==> src/hw/rtl/fwdo_pkg.sv <==
// Shared types, constants and the arctangent table of the odometry block.
// Used by the arithmetic units, the register port and the top level.
// No dependencies.
package fwdo_pkg;

   localparam int CORDIC_STEPS_DEF = 24;
   localparam int FRAC_BITS_DEF = 16;

   // Shared shift-add multiplier: multiplicand, multiplier and product widths.
   localparam int MUL_A_W = 35;
   localparam int MUL_B_W = 56;
   localparam int MUL_P_W = MUL_A_W + MUL_B_W;

   // Shared restoring divider: dividend, divisor and quotient widths.
   localparam int DIV_N_W = 84;
   localparam int DIV_D_W = 63;
   localparam int DIV_Q_W = 51;

   localparam int CSR_AW = 3;
   localparam logic REG_RADIUS = 1'b0;
   localparam logic REG_SEPARATION = 1'b1;

   localparam logic signed [33:0] CORDIC_GAIN = 34'sd652032874;
   localparam logic [28:0] INV_4PI_Q32 = 29'd341782638;
   localparam logic [29:0] NS_PER_S = 30'd1000000000;
   localparam logic signed [31:0] ONE_Q30 = 32'sd1073741824;

   typedef struct packed {
      logic start;
      logic [MUL_A_W-1:0] a;
      logic [MUL_B_W-1:0] b;
   } mul_cmd_type;

   typedef struct packed {
      logic start;
      logic [DIV_N_W-1:0] num;
      logic [DIV_D_W-1:0] den;
   } div_cmd_type;

   typedef struct packed {
      logic done;
      logic ovf;
      logic [DIV_Q_W-1:0] quot;
   } div_rsp_type;

   function automatic logic [29:0] atan_lut(input logic [4:0] idx);
      logic [29:0] r;
      case (idx)
         5'd0: r = 30'd536870912;
         5'd1: r = 30'd316933406;
         5'd2: r = 30'd167458907;
         5'd3: r = 30'd85004756;
         5'd4: r = 30'd42667331;
         5'd5: r = 30'd21354465;
         5'd6: r = 30'd10680350;
         5'd7: r = 30'd5340245;
         5'd8: r = 30'd2670163;
         5'd9: r = 30'd1335087;
         5'd10: r = 30'd667544;
         5'd11: r = 30'd333772;
         5'd12: r = 30'd166886;
         5'd13: r = 30'd83443;
         5'd14: r = 30'd41722;
         5'd15: r = 30'd20861;
         5'd16: r = 30'd10430;
         5'd17: r = 30'd5215;
         5'd18: r = 30'd2608;
         5'd19: r = 30'd1304;
         5'd20: r = 30'd652;
         5'd21: r = 30'd326;
         5'd22: r = 30'd163;
         5'd23: r = 30'd81;
         5'd24: r = 30'd41;
         5'd25: r = 30'd20;
         5'd26: r = 30'd10;
         5'd27: r = 30'd5;
         5'd28: r = 30'd3;
         5'd29: r = 30'd1;
         5'd30: r = 30'd1;
         default: r = 30'd0;
      endcase
      return r;
   endfunction

endpackage

==> src/hw/rtl/fwdo_div.sv <==
// Bit-serial restoring divider, one quotient bit per cycle, with a sticky
// overflow flag for quotients wider than the kept field. Depends on fwdo_pkg.
module fwdo_div (
   input  logic clock,
   input  logic reset,
   input  fwdo_pkg::div_cmd_type cmd,
   output fwdo_pkg::div_rsp_type rsp
);
   localparam int NW = fwdo_pkg::DIV_N_W;
   localparam int DW = fwdo_pkg::DIV_D_W;
   localparam int QW = fwdo_pkg::DIV_Q_W;
   localparam int CW = $clog2(NW);

   logic [NW-1:0] num_ff, num_in;
   logic [DW-1:0] den_ff, den_in;
   logic [DW-1:0] rem_ff, rem_in;
   logic [QW-1:0] q_ff, q_in;
   logic ovf_ff, ovf_in;
   logic [CW-1:0] cnt_ff, cnt_in;
   logic busy_ff, busy_in;
   logic done_ff, done_in;
   logic [DW:0] shifted;
   logic [DW:0] diff;
   logic ge;

   always_comb begin
      num_in = num_ff;
      den_in = den_ff;
      rem_in = rem_ff;
      q_in = q_ff;
      ovf_in = ovf_ff;
      cnt_in = cnt_ff;
      busy_in = busy_ff;
      done_in = 1'b0;
      shifted = {rem_ff, num_ff[NW-1]};
      diff = shifted - {1'b0, den_ff};
      ge = (shifted >= {1'b0, den_ff});
      if (cmd.start) begin
         num_in = cmd.num;
         den_in = cmd.den;
         rem_in = '0;
         q_in = '0;
         ovf_in = 1'b0;
         cnt_in = '0;
         busy_in = 1'b1;
      end else if (busy_ff) begin
         num_in = {num_ff[NW-2:0], 1'b0};
         rem_in = ge ? diff[DW-1:0] : shifted[DW-1:0];
         q_in = {q_ff[QW-2:0], ge};
         ovf_in = ovf_ff | q_ff[QW-1];
         cnt_in = cnt_ff + 1'b1;
         if (cnt_ff == CW'(NW - 1)) begin
            busy_in = 1'b0;
            done_in = 1'b1;
         end
      end
   end

   always_ff @(posedge clock) begin
      if (reset) begin
         busy_ff <= 1'b0;
         done_ff <= 1'b0;
         cnt_ff <= '0;
      end else begin
         busy_ff <= busy_in;
         done_ff <= done_in;
         cnt_ff <= cnt_in;
      end
      num_ff <= num_in;
      den_ff <= den_in;
      rem_ff <= rem_in;
      q_ff <= q_in;
      ovf_ff <= ovf_in;
   end

   assign rsp.done = done_ff;
   assign rsp.ovf = ovf_ff;
   assign rsp.quot = q_ff;
endmodule

==> config.mk <==
export PLATFORM = sky130hd
export DESIGN_NAME = fwdo_div
export DESIGN_NICKNAME = d
export VERILOG_FILES = /design/src/hw/rtl/fwdo_pkg.sv /design/src/hw/rtl/fwdo_div.sv
export SDC_FILE = /design/constraint.sdc
export NUM_CORES = 1
export LEC_CHECK = 0
export ABC_AREA = 1
export BUFFER_PORTS_ARGS = -buffer_cell sky130_fd_sc_hd__buf_2
export CAP_MARGIN = 0
export CORE_MARGIN = 2
export CORE_UTILIZATION = 45
export CTS_CLUSTER_DIAMETER = 50
export DETAILED_ROUTE_END_ITERATION = 8
export GPL_ROUTABILITY_DRIVEN = 0
export SYNTH_ARGS = -nofsm -noshare
export SYNTH_HDL_FRONTEND = slang
export SYNTH_SLANG_ARGS = --single-unit
==> constraint.sdc <==
create_clock -name clock -period 6.1 [get_ports clock]
set_input_delay 1.22 -clock clock [delete_from_list [all_inputs] [get_ports clock]]
set_output_delay 1.22 -clock clock [all_outputs]
set_load 0.005 [all_outputs]
Yosys cells after proc, flatten, opt, wreduce, memory -nomap -nowiden
Index checks and enable logic that the tools add are counted.
{"block": "word_totals", "register_bits": 271}
{"block": "op_classes", "addsub": 2, "n_lt_le_gt_ge": 1, "eq_ne": 1, "muxes": 7, "n_bitwise": 2, "reduce_logical": 3}
{"operator": "84-bit two-way mux", "n": 2}
{"operator": "64-bit by 63-bit greater-or-equal comparator with 1-bit output", "n": 1}
{"operator": "63-bit two-way mux", "n": 1}
{"operator": "63-bit subtractor", "n": 1}
{"operator": "7-bit by 1-bit adder with 7-bit output, second input constant", "n": 1}
{"operator": "7-bit equality test, second input constant", "n": 1}
{"operator": "1-bit two-way mux", "n": 4}
{"operator": "3-bit OR reduction", "n": 1}
{"operator": "2-bit nonzero test", "n": 1}
{"operator": "2-bit OR reduction", "n": 1}
{"operator": "1-bit inverter", "n": 1}
{"operator": "1-bit bitwise OR", "n": 1}

Longest topological paths before layout
Gate-level depths: netlist of the first run.
{"block": "depth", "depth_word": 4, "depth_mapped": 20}

Worst setup path after synthesis of the first run
Ideal clock, no wire load.
{"block": "synth_path", "kind": "input to register", "start": "input port cmd[147] in the netlist's numbering", "end": "register num_ff[0], enable pin", "setup_ps": 482, "t_arrival_ps": 3911, "path_slack_ps": 1708, "stages": 3, "cell_sequence": "nor2_1 > clkinv_1 > clkbuf_1"}
{"block": "synth_between", "elab_chain_len": 1}
{"element": "start: declaration", "line": "fwdo_div.sv:6", "rtl": "input fwdo_pkg::div_cmd_type cmd,"}
{"element": "2-bit nonzero test (no line)"}
{"element": "end signal: assignment", "line": "fwdo_div.sv:69", "rtl": "num_ff <= num_in;"}
{"element": "end: declaration", "line": "fwdo_div.sv:14", "rtl": "logic [NW-1:0] num_ff, num_in;"}
Every way passes these cells.
A chain may end at the register's enable or synchronous reset.

Worst setup path after layout of the first run
{"block": "layout_path", "start": "register num_ff[83]", "end": "register rem_ff[40]"}
{"block": "layout_between", "elab_chain_len": 2}
{"element": "63-bit subtractor or 64-bit by 63-bit greater-or-equal comparator with 1-bit output (tied branches)", "line": "fwdo_div.sv:36, fwdo_div.sv:37"}
{"element": "63-bit two-way mux (*)", "line": "fwdo_div.sv:48", "rtl": "rem_in = ge ? diff[DW-1:0] : shifted[DW-1:0];"}
{"element": "end signal: assignment", "line": "fwdo_div.sv:71", "rtl": "rem_ff <= rem_in;"}
{"element": "end: declaration", "line": "fwdo_div.sv:16", "rtl": "logic [DW-1:0] rem_ff, rem_in;"}
Mark *: on every way between the ends. The rest lies on a longest branch, timed or not.

==> results of run 1 <==
==> synth_stat cells (18+ instances only) <==
cell	n
dfxtp_1	124
o22ai_1	48
edfxtp_1	147
clkbuf_1	41
inv_1	494
ha_1	64
nand4_1	51
nand3_1	70
a21oi_2	18
xnor2_1	20
nand2_1	1007
nor2_1	143
o21ai_1	19
a21oi_1	63
==> logic make-up after synthesis <==
kind of cell | synth area share (%)
AOI/OAI and AO/OA | 6.05
xor gates and xnor gates | 1.61
and+or+nand+nor | 32.9
buffers and inverters | 13.5
DFF | 41.0
adders and majority gates | 4.88
==> path summary, 6_finish.rpt <==
| kind | from | end | slack [ns] | cells after the start |
|---|---|---|---|---|
| worst max-delay path | num_ff[83]$_DFFE_PP_ | rem_ff[40]$_SDFFE_PP0P_ | 2.64 | 19 |
| worst min-delay path | rem_ff[9]$_SDFFE_PP0P_ | rem_ff[9]$_SDFFE_PP0P_ | 0.47 | 2 |
| worst max register to register | num_ff[83]$_DFFE_PP_ | rem_ff[40]$_SDFFE_PP0P_ | 2.64 | 19 |
| worst min register to register | rem_ff[9]$_SDFFE_PP0P_ | rem_ff[9]$_SDFFE_PP0P_ | 0.47 | 2 |
==> routing by layer <==
layer | GRT usage, % | part of all wire [%] | wire [um] | vias to the layer above
met3 | 5.98 | 8.7 | 4030 | 100
met1 | 32.5 | 45 | 20800 | 6828
met5 | 0 | 0.22 | 100 | -
met4 | 9.50 | 3.4 | 1590 | 18
li1 | - | - | - | 7893
met2 | 37.5 | 43 | 20000 | 476
==> registers in the layout (all words and copies together) (netlist names) <==
signal / count
num_ff: 84
den_ff: 63
rem_ff: 63
q_ff: 51
cnt_ff: 7
busy_ff: 1
done_ff: 1
ovf_ff: 1
==> report_power, final <==
group	switching (mW)	total (mW)	internal [mW]
Combinational	0.273	0.405	0.132
Sequential	0.0258	2.06	2.04
Clock	0.822	2.08	1.26
==> per-stage QoR <==
| step | setup slack (ns) | power, mW | instances |
|---|---|---|---|
| 2_1_floorplan | 1.71 | 2.36 | 2453 |
| 3_3_place_gp | 2.60 | 2.50 | 3063 |
| 3_5_place_dp | 2.58 | 2.51 | 3063 |
| 4_1_cts | 2.58 | 4.62 | 3129 |
| 5_1_grt | 2.22 | 4.76 | 3129 |
| 6_report | 2.64 | 4.55 | 3131 |
==> final cells by class <==
class                      count  area (um^2)
fill                        3746        17400
tap                          468          586
multi-input combinational   1607         7650
antenna                        2         5.00
sequential                   271         6900
timing repair buffer         211         1080
clock inverter                15          155
inverter                     506         1900
clock buffer                  51         1050
==> placed cells by master, fill, tap and decap left out, drive strengths merged, types with 48 or more instances in the layout <==
cell type,instances
ha,64
edfxtp,147
nor2,151
buf,211
o22ai,48
a21oi,82
nand3,77
nand4,63
dfxtp,124
nand2,1016
inv,507
clkbuf,51
==> worst register-to-register path, stage by stage, from the launching register on <==
cell and delay [ns]:
edfxtp_1 0.34, inv_1 0.05, ha_1 0.22, fa_1 0.41, inv_1 0.09, nand2_1 0.05
nand2_1 0.07, nand3_1 0.08, nand2_2 0.11, nand2_1 0.07, nand2_2 0.09, nand2_2 0.07
nand3_2 0.06, nand2_2 0.04, buf_4 0.30, nand2_4 0.82, nand2_2 0.22, nor2_1 0.16
nor2_1 0.06, nor2_1 0.07
==> parameters.txt, run 1 <==
Parameter                              Value

Critical path
  Largest delay share family, worst path ... simple AND/OR/NAND/NOR gates
  Slowest cell on the critical path ... nand2_4
  Required time of the critical path ... 6.58 ns
  Startpoint types ... flop
  Max FO, Critical Path ... 84
  Largest stage delay, worst path ... 0.80 ns
  Number of buffer and inverter stages on the critical path ... 3
  Cell with the most instances on the worst path ... nand2_2
  Critical Path Sink Type ... flop
  Worst setup path category ... reg2reg
  Critical path, cell by cell ... inv_1, ha_1, fa_1, inv_1, nand2_1, nand2_1, nand3_1, nand2_2, nand2_1, nand2_2, nand2_2, nand3_2, nand2_2, buf_4, nand2_4, nand2_2, nor2_1, nor2_1, nor2_1
  Arrival time at the worst endpoint ... 3.94 ns

Outcome
  Status ... finished clean

Global routing
  Number of antenna violations at the first check in global routing ... 11
  Overall fraction of global-route tracks in use ... 24.2%
  Via count of the first global-routing pass ... 14600
  First-pass GRT wire length ... 74.8 mm
  Overflow after GRT ... 0
  Largest net degree at the start of global routing ... 92

Finish
  Final Core Density ... 52.7%
  Layout Nets ... 2848
  Fraction of final layout cells with drive strength greater than 1 ... 12.7%
  Final instance area ... 0.0193 mm^2
  Layout Area Growth over Synthesis ... 14.9%

Synth
  Distinct cells, synth ... 43
  Cell accounting for the most synthesized area ... edfxtp_1
  Net Count, Synth ... 2668
  Gate count of the mapped netlist ... 2453
  Main area contributors after synthesis ... edfxtp_1, nand2_1, dfxtp_1
  Post-synthesis sequential element count ... 271
  Total of warnings raised by yosys ... 0
  Area fraction of the dominant cell type after synthesis ... 26.2%
  Average cell area after synthesis ... 6.86 um^2
  Post-Synthesis Cell Area ... 0.0168 mm^2
  Top FF cell, synth ... edfxtp_1
  Count of flip-flops with a built-in enable after synthesis ... 147
  Fraction of registers with async set/reset ... 0%
  Fraction of the yosys area taken by sequential cells ... 41.0%

Clocking
  Max H-tree Level ... 2
  # Post-CTS Setup Buffers ... 0
  # clock sinks ... 271
  Number of gates resized after cts ... 0
  Post-cts hold buffer count ... 0
  Clock root buffer ... clkbuf_16
  Number of clock buffers inserted by TritonCTS ... 36
  Clk_lat worst skew ... 0.56 ns
  CTS clk-pin slew, worst paths ... 0.06 ns
  Clock Tree Buf Depth ... 3
  Clock tree from TritonCTS ... done

Timing
  Tightest Pin Transition ... 1.18 ns
  Total of endpoints with negative setup slack in the final report ... 0
  Shortest period the worst path allows ... 3.46 ns
  Period Utilization, post-route ... 56.7%
  Relative max-transition margin ... 21.5%
  Final max-slew violation count ... 0
  Worst Hold Slack ... 0.469 ns
  Sum of negative setup slack ... 0 ns
  RSZ-0062 raised after global routing ... false
  Final hold violation count ... 0
  Final clock skew ... 0.0266 ns
  Maximum operating frequency ... 289 MHz

Drt
  Remaining routing DRC violations ... 0
  Via count normalized by instance count ... 4.89
  Final Routed Wirelength ... 46.5 mm
  Per-cell routed wire length ... 14.8 um
  Number of iterations in the first detailed-routing pass ... 6
  Total via count in the routed design ... 15300
  First DRT Iteration DRCs ... 1186
  Antenna Violating Nets Remaining ... 0

Place
  Port Buf Inserts ... 202
  Instance area after placement ... 0.0181 mm^2
  Placed wire-length estimate ... 34.5 mm

Die
  Die area ... 0.0389 mm^2
  Die Y ... 197 um
  Row count ... 70
  I/O pins ... 203
  Core region area ... 0.0367 mm^2
  Effective utilization at floorplan ... 45.8%
  Die width ... 197 um

Pwr
  PwrDens ... 235 mW/mm^2
  Worst supply voltage drop on vdd ... 0.000203 V
  Lkg Pwr ... 10.2 nW

Min path
  Min-Delay Path Class ... reg2reg

Run
  Max cap viols ... 0
(Power assumes the default switching activity.)
==> inputs of run 2 (changes only) <==
--- a/config.mk
+++ b/config.mk
@@ -5,7 +5,7 @@
 export SDC_FILE = /design/constraint.sdc
 export NUM_CORES = 1
 export LEC_CHECK = 0
-export ABC_AREA = 1
+export ABC_AREA = 0
 export BUFFER_PORTS_ARGS = -buffer_cell sky130_fd_sc_hd__buf_2
 export CAP_MARGIN = 0
 export CORE_MARGIN = 2
@@ -13,6 +13,7 @@
 export CTS_CLUSTER_DIAMETER = 50
 export DETAILED_ROUTE_END_ITERATION = 8
 export GPL_ROUTABILITY_DRIVEN = 0
+export PLACE_DENSITY = 0.67
 export SYNTH_ARGS = -nofsm -noshare
 export SYNTH_HDL_FRONTEND = slang
 export SYNTH_SLANG_ARGS = --single-unit
==> constraint.sdc (replaced) <==
create_clock -name clock -period 2.8 [get_ports clock]
set_input_delay 0.56 -clock clock [delete_from_list [all_inputs] [get_ports clock]]
set_output_delay 0.56 -clock clock [all_outputs]
set_load 0.005 [all_outputs]
==> run 2 against run 1 <==
The flow now finishes with violations (negative setup slack). Fmax grew 12%. Cell area grew 6.7%. Clock skew shrank 0.0053 ns. Largest power group is now sequential cells. Critical path type unchanged.
==> parameters.txt, run 2 <==
Parameter                              Value

Global routing
  Number of antenna violations at the first check in global routing ... 7 (was 11)
  Via count of the first global-routing pass ... 12800 (was 14600)
  First-pass GRT wire length ... 63.2 mm (was 74.8 mm)
  Overall fraction of global-route tracks in use ... 22.8% (was 24.2%)
  Largest net degree at the start of global routing ... 114 (was 92)
  Overflow after GRT ... 0 (unchanged)

Place
  Placed wire-length estimate ... 26.4 mm (was 34.5 mm)
  Number of cells after detailed placement ... 2232 (was 3063)
  Port Buf Inserts ... 202 (unchanged)
  Setup WS pre-CTS ... -0.351 ns (was 2.58 ns)
  Instance area after placement ... 0.0175 mm^2 (was 0.0181 mm^2)

Clocking
  Post-cts hold buffer count ... 0 (unchanged)
  Max H-tree Level ... 2 (unchanged)
  CTS clk-pin slew, worst paths ... 0.06 ns (about the same)
  Clock tree from TritonCTS ... done (unchanged)
  Clock root buffer ... clkbuf_16 (unchanged)
  Clk_lat worst skew ... 0.54 ns (was 0.56 ns)
  # clock sinks ... 271 (unchanged)
  Clock Tree Buf Depth ... 3 (unchanged)
  Number of clock buffers inserted by TritonCTS ... 35 (was 36)

Min path
  Min-Delay Path Class ... in2reg (was reg2reg)
  Hold Path Cell Cnt ... 1 (was 2)

Synth
  Fraction of registers with async set/reset ... 0% (unchanged)
  Total of warnings raised by yosys ... 0 (unchanged)
  Main area contributors after synthesis ... edfxtp_1, dfxtp_1, mux2_2 (was edfxtp_1, nand2_1, dfxtp_1)
  Area fraction of the dominant cell type after synthesis ... 29.9% (was 26.2%)
  Cell accounting for the most synthesized area ... edfxtp_1 (unchanged)
  Top FF cell, synth ... edfxtp_1 (unchanged)
  Most instantiated library cell after synthesis ... nor2_1 (was nand2_1)
  Fraction of the yosys area taken by sequential cells ... 46.8% (was 41.0%)
  Post-synthesis sequential element count ... 271 (unchanged)
  Gate count of the mapped netlist ... 1477 (was 2453)
  Net Count, Synth ... 1692 (was 2668)
  Count of flip-flops with a built-in enable after synthesis ... 147 (unchanged)
  Average cell area after synthesis ... 9.99 um^2 (was 6.86 um^2)
  List of most frequent post-synthesis cells ... nor2_1, nand2_1, edfxtp_1 (was nand2_1, inv_1, edfxtp_1)
  Post-Synthesis Cell Area ... 0.0147 mm^2 (was 0.0168 mm^2)
  Distinct cells, synth ... 85 (was 43)

Drt
  Antenna Violating Nets Remaining ... 0 (unchanged)
  Via count normalized by instance count ... 5.43 (was 4.89)
  Final Routed Wirelength ... 40.0 mm (was 46.5 mm)
  Total via count in the routed design ... 12700 (was 15300)
  Remaining routing DRC violations ... 0 (unchanged)
  Number of iterations in the first detailed-routing pass ... 7 (was 6)
  Per-cell routed wire length ... 17.1 um (was 14.8 um)
  First DRT Iteration DRCs ... 656 (was 1186)

Finish
  Registers with the most flip-flops ... num_ff x84, den_ff x63, rem_ff x63 (unchanged)
  Number of flip-flops in the largest register ... 84 (unchanged)
  Commonest cells after routing, fill and taps aside ... buf_4, buf_2, nor2_1 (was nand2_1, inv_1, buf_2)
  Final Core Density ... 63.7% (was 52.7%)
  Count of fill cells added during filler insertion ... 2595 (was 3746)
  Most common cell after layout, fill and taps aside ... buf_4 (was nand2_1)
  Layout Nets ... 2091 (was 2848)
  Register area ... 0.00690 mm^2 (about the same)
  Multi-input gate area ... 0.00849 mm^2 (was 0.00765 mm^2)
  Final std cells w/o fill ... 2346 (was 3131)
  Fraction of final layout cells with drive strength greater than 1 ... 43.6% (was 12.7%)
  Layout Area Growth over Synthesis ... 39.9% (was 14.9%)
  Biggest register ... num_ff (unchanged)
  Final instance area ... 0.0206 mm^2 (was 0.0193 mm^2)

Critical path
  Depth of the worst register-to-register path ... 14 (was 19)
  Critical path, cell by cell ... ha_4, fa_2, nand2b_4, a211oi_4, o21ai_2, a21oi_2, buf_4, nor3_4, o311a_1, nor2_2, buf_6, nand4_1, a21oi_2, a2111oi_2 (was inv_1, ha_1, fa_1, inv_1, nand2_1, nand2_1, nand3_1, nand2_2, nand2_1, nand2_2, nand2_2, nand3_2, nand2_2, buf_4, nand2_4, nand2_2, nor2_1, nor2_1, nor2_1)
  Slowest cell on the critical path ... edfxtp_1 (was nand2_4)
  Cell with the most instances on the worst path ... a21oi_2 (was nand2_2)
  Largest stage delay, worst path ... 0.41 ns (was 0.80 ns)
  Arrival time at the worst endpoint ... 3.47 ns (was 3.94 ns)
  Worst setup path category ... reg2reg (unchanged)
  Number of buffer and inverter stages on the critical path ... 2 (was 3)
  Required time of the critical path ... 3.19 ns (was 6.58 ns)
  Startpoint types ... flop (unchanged)
  Number of cells on the critical path ... 14 (was 19)
  Critical Path Sink Type ... flop (unchanged)
  Largest delay share family, worst path ... compound AO/OA/AOI/OAI gates (was simple AND/OR/NAND/NOR gates)
  Max FO, Critical Path ... 3 (was 84)

Timing
  Final hold violation count ... 0 (unchanged)
  Tightest Pin Transition ... 0.672 ns (was 1.18 ns)
  Final max-slew violation count ... 0 (unchanged)
  RSZ-0062 raised after global routing ... true (was false)
  Sum of negative setup slack ... -8.15 ns (was 0 ns)
  Relative max-transition margin ... 55.2% (was 21.5%)
  Shortest period the worst path allows ... 3.08 ns (was 3.46 ns)
  Maximum operating frequency ... 325 MHz (was 289 MHz)
  Total of endpoints with negative setup slack in the final report ... 64 (was 0)
  Worst Hold Slack ... 0.195 ns (was 0.469 ns)
  Period Utilization, post-route ... 110% (was 56.7%)
  Min setup slack post-route ... -0.280 ns (was 2.64 ns)
  Final clock skew ... 0.0213 ns (was 0.0266 ns)

Pwr
  Worst supply voltage drop on vdd ... 0.000589 V (was 0.000203 V)
  PwrDens ... 629 mW/mm^2 (was 235 mW/mm^2)
  Total design power ... 13.0 mW (was 4.55 mW)
  Lkg Pwr ... 8.78 nW (was 10.2 nW)

Die
  Core region area ... 0.0324 mm^2 (was 0.0367 mm^2)
  Die area ... 0.0342 mm^2 (was 0.0389 mm^2)
  I/O pins ... 203 (unchanged)
  Row count ... 66 (was 70)
  Die width ... 185 um (was 197 um)
  Effective utilization at floorplan ... 45.6% (was 45.8%)
  Die Y ... 185 um (was 197 um)

Run
  Max cap viols ... 0 (unchanged)

Outcome
  Status ... finished, violations left (was finished clean)
  Violated checks ... negative setup slack
[run 2: cell count changes after synthesis, sizes merged, moves of 15 or more]
cell / previous run / this run
a21o: 1 / 32
nand4: 63 / 23
o21ai: 27 / 61
o22ai: 48 / 3
a21oi: 82 / 101
inv: 504 / 85
mux2: 0 / 88
nand3: 77 / 25
a211oi: 0 / 15
nand2: 1016 / 151
mux2i: 0 / 54
a311oi: 0 / 37
a31oi: 4 / 19
[run 2: layer usage]
layer	GRT usage [%]	part of all wire, %	vias to the layer above
met5	0	0.13	-
met3	6.61	7.2	105
li1	-	-	6187
met4	9.84	3.3	8
met2	37.6	47	399
met1	27.9	42	6045
[run 2: path summary, 6_finish.rpt]
check | end | start | slack, ns
worst max-delay path | rem_ff[60]$_SDFFE_PP0P_ | den_ff[0]$_DFFE_PP_ | -0.28
worst min-delay path | den_ff[55]$_DFFE_PP_ | cmd[55] | 0.20
worst max register to register | rem_ff[60]$_SDFFE_PP0P_ | den_ff[0]$_DFFE_PP_ | -0.28
worst min register to register | ovf_ff$_SDFFE_PP0P_ | ovf_ff$_SDFFE_PP0P_ | 0.48
[run 2: kinds of logic (layout without fill, tap and decap cells)]
kind of cell | count (synthesis) | in the layout | synth area share (%)
adder cells (fa/ha/maj) | 65 | 65 | 5.57
multiplexers | 142 | 142 | 10.4
flip-flops | 271 | 271 | 46.8
buffers and inverters | 171 | 595 | 4.88
other | 0 | 1 | 0
XOR/XNOR | 48 | 48 | 2.85
AND/OR/NAND/NOR | 442 | 442 | 13.5
AO/OA/AOI/OAI | 338 | 340 | 16.0
[run 2: power by group]
group	internal [mW]	switching (mW)
Combinational	1.85	1.99
Clock	2.63	1.82
Sequential	4.53	0.155
[run 2: area by class of cell]
class / count / share of cell area, %
sequential: 271 / 33.4
tap: 442 / 2.68
clock buffer: 44 / 4.55
inverter: 85 / 1.55
multi-input combinational: 1037 / 41.1
timing repair buffer: 446 / 15.6
clock inverter: 20 / 1.07
antenna: 1 / 0.0121
[run 2: what timing repair did]
action | CTS | global route
pin swaps | 118 | 66
resized for setup | 239 | 96
setup buffers | 38 | 13
cloned | 10 | 0
hold endpoints to repair | 0 | 0
endpoints found under the setup margin | 64 | 64
==> inputs of run 3 (changes only) <==
--- a/config.mk
+++ b/config.mk
@@ -12,7 +12,7 @@
 export CORE_UTILIZATION = 45
 export CTS_CLUSTER_DIAMETER = 50
 export DETAILED_ROUTE_END_ITERATION = 8
-export GPL_ROUTABILITY_DRIVEN = 0
+export MAX_ROUTING_LAYER = met4
 export PLACE_DENSITY = 0.67
 export SYNTH_ARGS = -nofsm -noshare
 export SYNTH_HDL_FRONTEND = slang
==> run 3 against run 2 <==
The run still ends with negative setup slack left. Non-clock buffer count rose by 25. Via count hardly changed. Power rose by 1.9%. Count of clock-buffer cells in the layout increased by 3. Critical path type unchanged. Highest routed layer is now met4.
==> parameters.txt, run 3 (same netlist as run 2, synthesis figures left out) <==
Parameter                              Value

Pwr
  Lkg Pwr ... 8.79 nW (was 8.78 nW)
  Total design power ... 13.2 mW (was 13.0 mW)
  PwrDens ... 646 mW/mm^2 (was 629 mW/mm^2)
  Worst supply voltage drop on vdd ... 0.000504 V (was 0.000589 V)

Critical path
  Worst setup path category ... reg2reg (unchanged)
  Max FO, Critical Path ... 5 (was 3)
  Arrival time at the worst endpoint ... 3.47 ns (about the same)
  CP endpoint ... rem_ff[62]$_SDFFE_PP0P_ (was rem_ff[60]$_SDFFE_PP0P_)
  Critical Path Sink Type ... flop (unchanged)
  Startpoint of the worst setup timing path ... den_ff[1]$_DFFE_PP_ (was den_ff[0]$_DFFE_PP_)
  Worst R2R Setup Slack ... -0.22 ns (was -0.28 ns)
  Required time of the critical path ... 3.25 ns (was 3.19 ns)
  Startpoint types ... flop (unchanged)
  Beginning of the worst register-to-register path ... den_ff[1]$_DFFE_PP_ (was den_ff[0]$_DFFE_PP_)
  Endpoint of the lowest-slack register-to-register path ... rem_ff[62]$_SDFFE_PP0P_ (was rem_ff[60]$_SDFFE_PP0P_)
  Depth of the worst register-to-register path ... 13 (was 14)

Timing
  Period Utilization, post-route ... 108% (was 110%)
  RSZ-0062 raised after global routing ... true (unchanged)
  Sum of negative setup slack ... -9.94 ns (was -8.15 ns)
  Worst Hold Slack ... 0.188 ns (was 0.195 ns)
  Final max-slew violation count ... 0 (unchanged)
  Final hold violation count ... 0 (unchanged)
  Min setup slack post-route ... -0.222 ns (was -0.280 ns)
  Tightest Pin Transition ... 0.791 ns (was 0.672 ns)
  Shortest period the worst path allows ... 3.02 ns (was 3.08 ns)
  Final clock skew ... 0.0137 ns (was 0.0213 ns)
  Relative max-transition margin ... 47.3% (was 55.2%)
  Maximum operating frequency ... 331 MHz (was 325 MHz)
  Total of endpoints with negative setup slack in the final report ... 64 (unchanged)

Clocking
  # clock sinks ... 271 (unchanged)
  Clk_lat worst skew ... 0.54 ns (about the same)
  Post-cts hold buffer count ... 0 (unchanged)
  Number of clock buffers inserted by TritonCTS ... 37 (was 35)
  Max H-tree Level ... 2 (unchanged)
  Clock Tree Buf Depth ... 3 (unchanged)
  CTS clk-pin slew, worst paths ... 0.06 ns (about the same)
  Clock tree from TritonCTS ... done (unchanged)
  Clock root buffer ... clkbuf_16 (unchanged)

Die
  Die width ... 185 um (unchanged)
  Row count ... 66 (unchanged)
  Die area ... 0.0342 mm^2 (unchanged)
  Die Y ... 185 um (unchanged)
  Core region area ... 0.0324 mm^2 (unchanged)
  I/O pins ... 203 (unchanged)
  Effective utilization at floorplan ... 45.6% (unchanged)

Finish
  Most common cell after layout, fill and taps aside ... buf_4 (unchanged)
  Final Core Density ... 63.2% (was 63.7%)
  Commonest cells after routing, fill and taps aside ... buf_4, buf_2, nor2_1 (unchanged)
  Layout Area Growth over Synthesis ... 38.8% (was 39.9%)
  Number of flip-flops in the largest register ... 84 (unchanged)
  Fraction of final layout cells with drive strength greater than 1 ... 40.2% (was 43.6%)
  Biggest register ... num_ff (unchanged)
  Layout Nets ... 2118 (was 2091)
  Count of fill cells added during filler insertion ... 2638 (was 2595)
  Registers with the most flip-flops ... num_ff x84, den_ff x63, rem_ff x63 (unchanged)

Global routing
  Via count of the first global-routing pass ... 12800 (about the same)
  Overall fraction of global-route tracks in use ... 23.8% (was 22.8%)
  First-pass GRT wire length ... 63.6 mm (was 63.2 mm)
  Largest net degree at the start of global routing ... 119 (was 114)
  Overflow after GRT ... 0 (unchanged)
  Number of antenna violations at the first check in global routing ... 4 (was 7)

Run
  Max cap viols ... 0 (unchanged)

Place
  Port Buf Inserts ... 202 (unchanged)
  Gpl congestion ... 0.925
  Placed wire-length estimate ... 27.2 mm (was 26.4 mm)

Drt
  First DRT Iteration DRCs ... 730 (was 656)
  Final Routed Wirelength ... 40.5 mm (was 40.0 mm)
  Number of iterations in the first detailed-routing pass ... 5 (was 7)
  Total via count in the routed design ... 12800 (was 12700)
  Via count normalized by instance count ... 5.36 (was 5.43)
  Remaining routing DRC violations ... 0 (unchanged)
  Per-cell routed wire length ... 17.0 um (was 17.1 um)
  Antenna Violating Nets Remaining ... 0 (unchanged)

Min path
  Min-Delay Path Class ... in2reg (unchanged)

Outcome
  Status ... finished, violations left (unchanged)
  Violated checks ... negative setup slack (unchanged)
==> run 3: changes by cell type in the layout (fill, tap and decap cells not counted), moves of 4 or more <==
cell	previous run	this run
nand2_1	95	138
buf_4	202	232
nand2_4	25	1
nand2_2	31	12
o21ai_0	29	37
a21oi_1	64	71
a21oi_2	30	23
buf_6	19	13
nand3_1	17	22
o21ai_1	23	18
xnor2_1	22	27
xnor2_2	6	1
clkbuf_16	35	39
nor3_1	12	16
==> run 3: stage by stage <==
step / cell area [um^2] / worst slack [ns] / cells
2_1_floorplan: 14800 / 0.00168 / 1477
3_3_place_gp: 17800 / -0.253 / 2261
3_5_place_dp: 17800 / -0.357 / 2261
4_1_cts: 20100 / -0.176 / 2360
5_1_grt: 20500 / -0.352 / 2378
6_report: 20500 / -0.222 / 2378
==> run 3: worst min-delay path by stage <==
| stage | start | endpoint | slack, ns | depth (start not counted) |
|---|---|---|---|---|
| final | reset | busy_ff$_SDFF_PP0_ | 0.19 | 2 |
| after global routing | reset | busy_ff$_SDFF_PP0_ | 0.17 | 2 |
| after CTS | reset | busy_ff$_SDFF_PP0_ | 0.17 | 2 |
| after detailed placement | ovf_ff$_SDFFE_PP0P_ | ovf_ff$_SDFFE_PP0P_ | 0.46 | 2 |
| after global placement | ovf_ff$_SDFFE_PP0P_ | ovf_ff$_SDFFE_PP0P_ | 0.45 | 2 |
| after floorplan | ovf_ff$_SDFFE_PP0P_ | ovf_ff$_SDFFE_PP0P_ | 0.44 | 2 |
==> run 3: metal layers <==
metal  global-route usage, %  vias up  share of wire [%]
met1                    28.2     6069                 43
met5                       -        -                  0
met4                    8.13        0                2.9
met3                    5.43       89                6.3
met2                    39.8      356                 48
li1                        -     6241                  -
==> run 3: critical path: stages, from the launching register on <==
cell	delay (ns)
edfxtp_1	0.41
buf_4	0.16
fa_2	0.40
nand2b_4	0.17
a211oi_4	0.25
buf_4	0.16
a21oi_4	0.07
a31oi_4	0.22
o21ai_4	0.09
a31oi_4	0.24
nand4_1	0.15
a21o_1	0.23
mux2i_1	0.14
o32ai_2	0.25
==> run 3: what timing repair did <==
item,in CTS,in global routing
setup endpoints to repair,64,64
cloned,9,1
setup buffers,22,13
gates resized for setup,113,61
pin swaps,64,26
==> run 3: report_power, final <==
group	internal, mW	leakage, nW	switching (mW)
logic	1.82	5.69	1.85
clock network	2.99	0.625	1.89
registers	4.53	2.47	0.145
==> run 3: area by class of cell <==
class	count	area [um^2]	area share, %
Multi-Input combinational cell	1037	7950	38.8
Clock inverter	21	294	1.44
Antenna cell	4	10.0	0.0489
Timing Repair Buffer	471	3430	16.8
Inverter	85	319	1.56
Sequential cell	271	6900	33.7
Clock buffer	47	1000	4.91
Tap cell	442	553	2.70
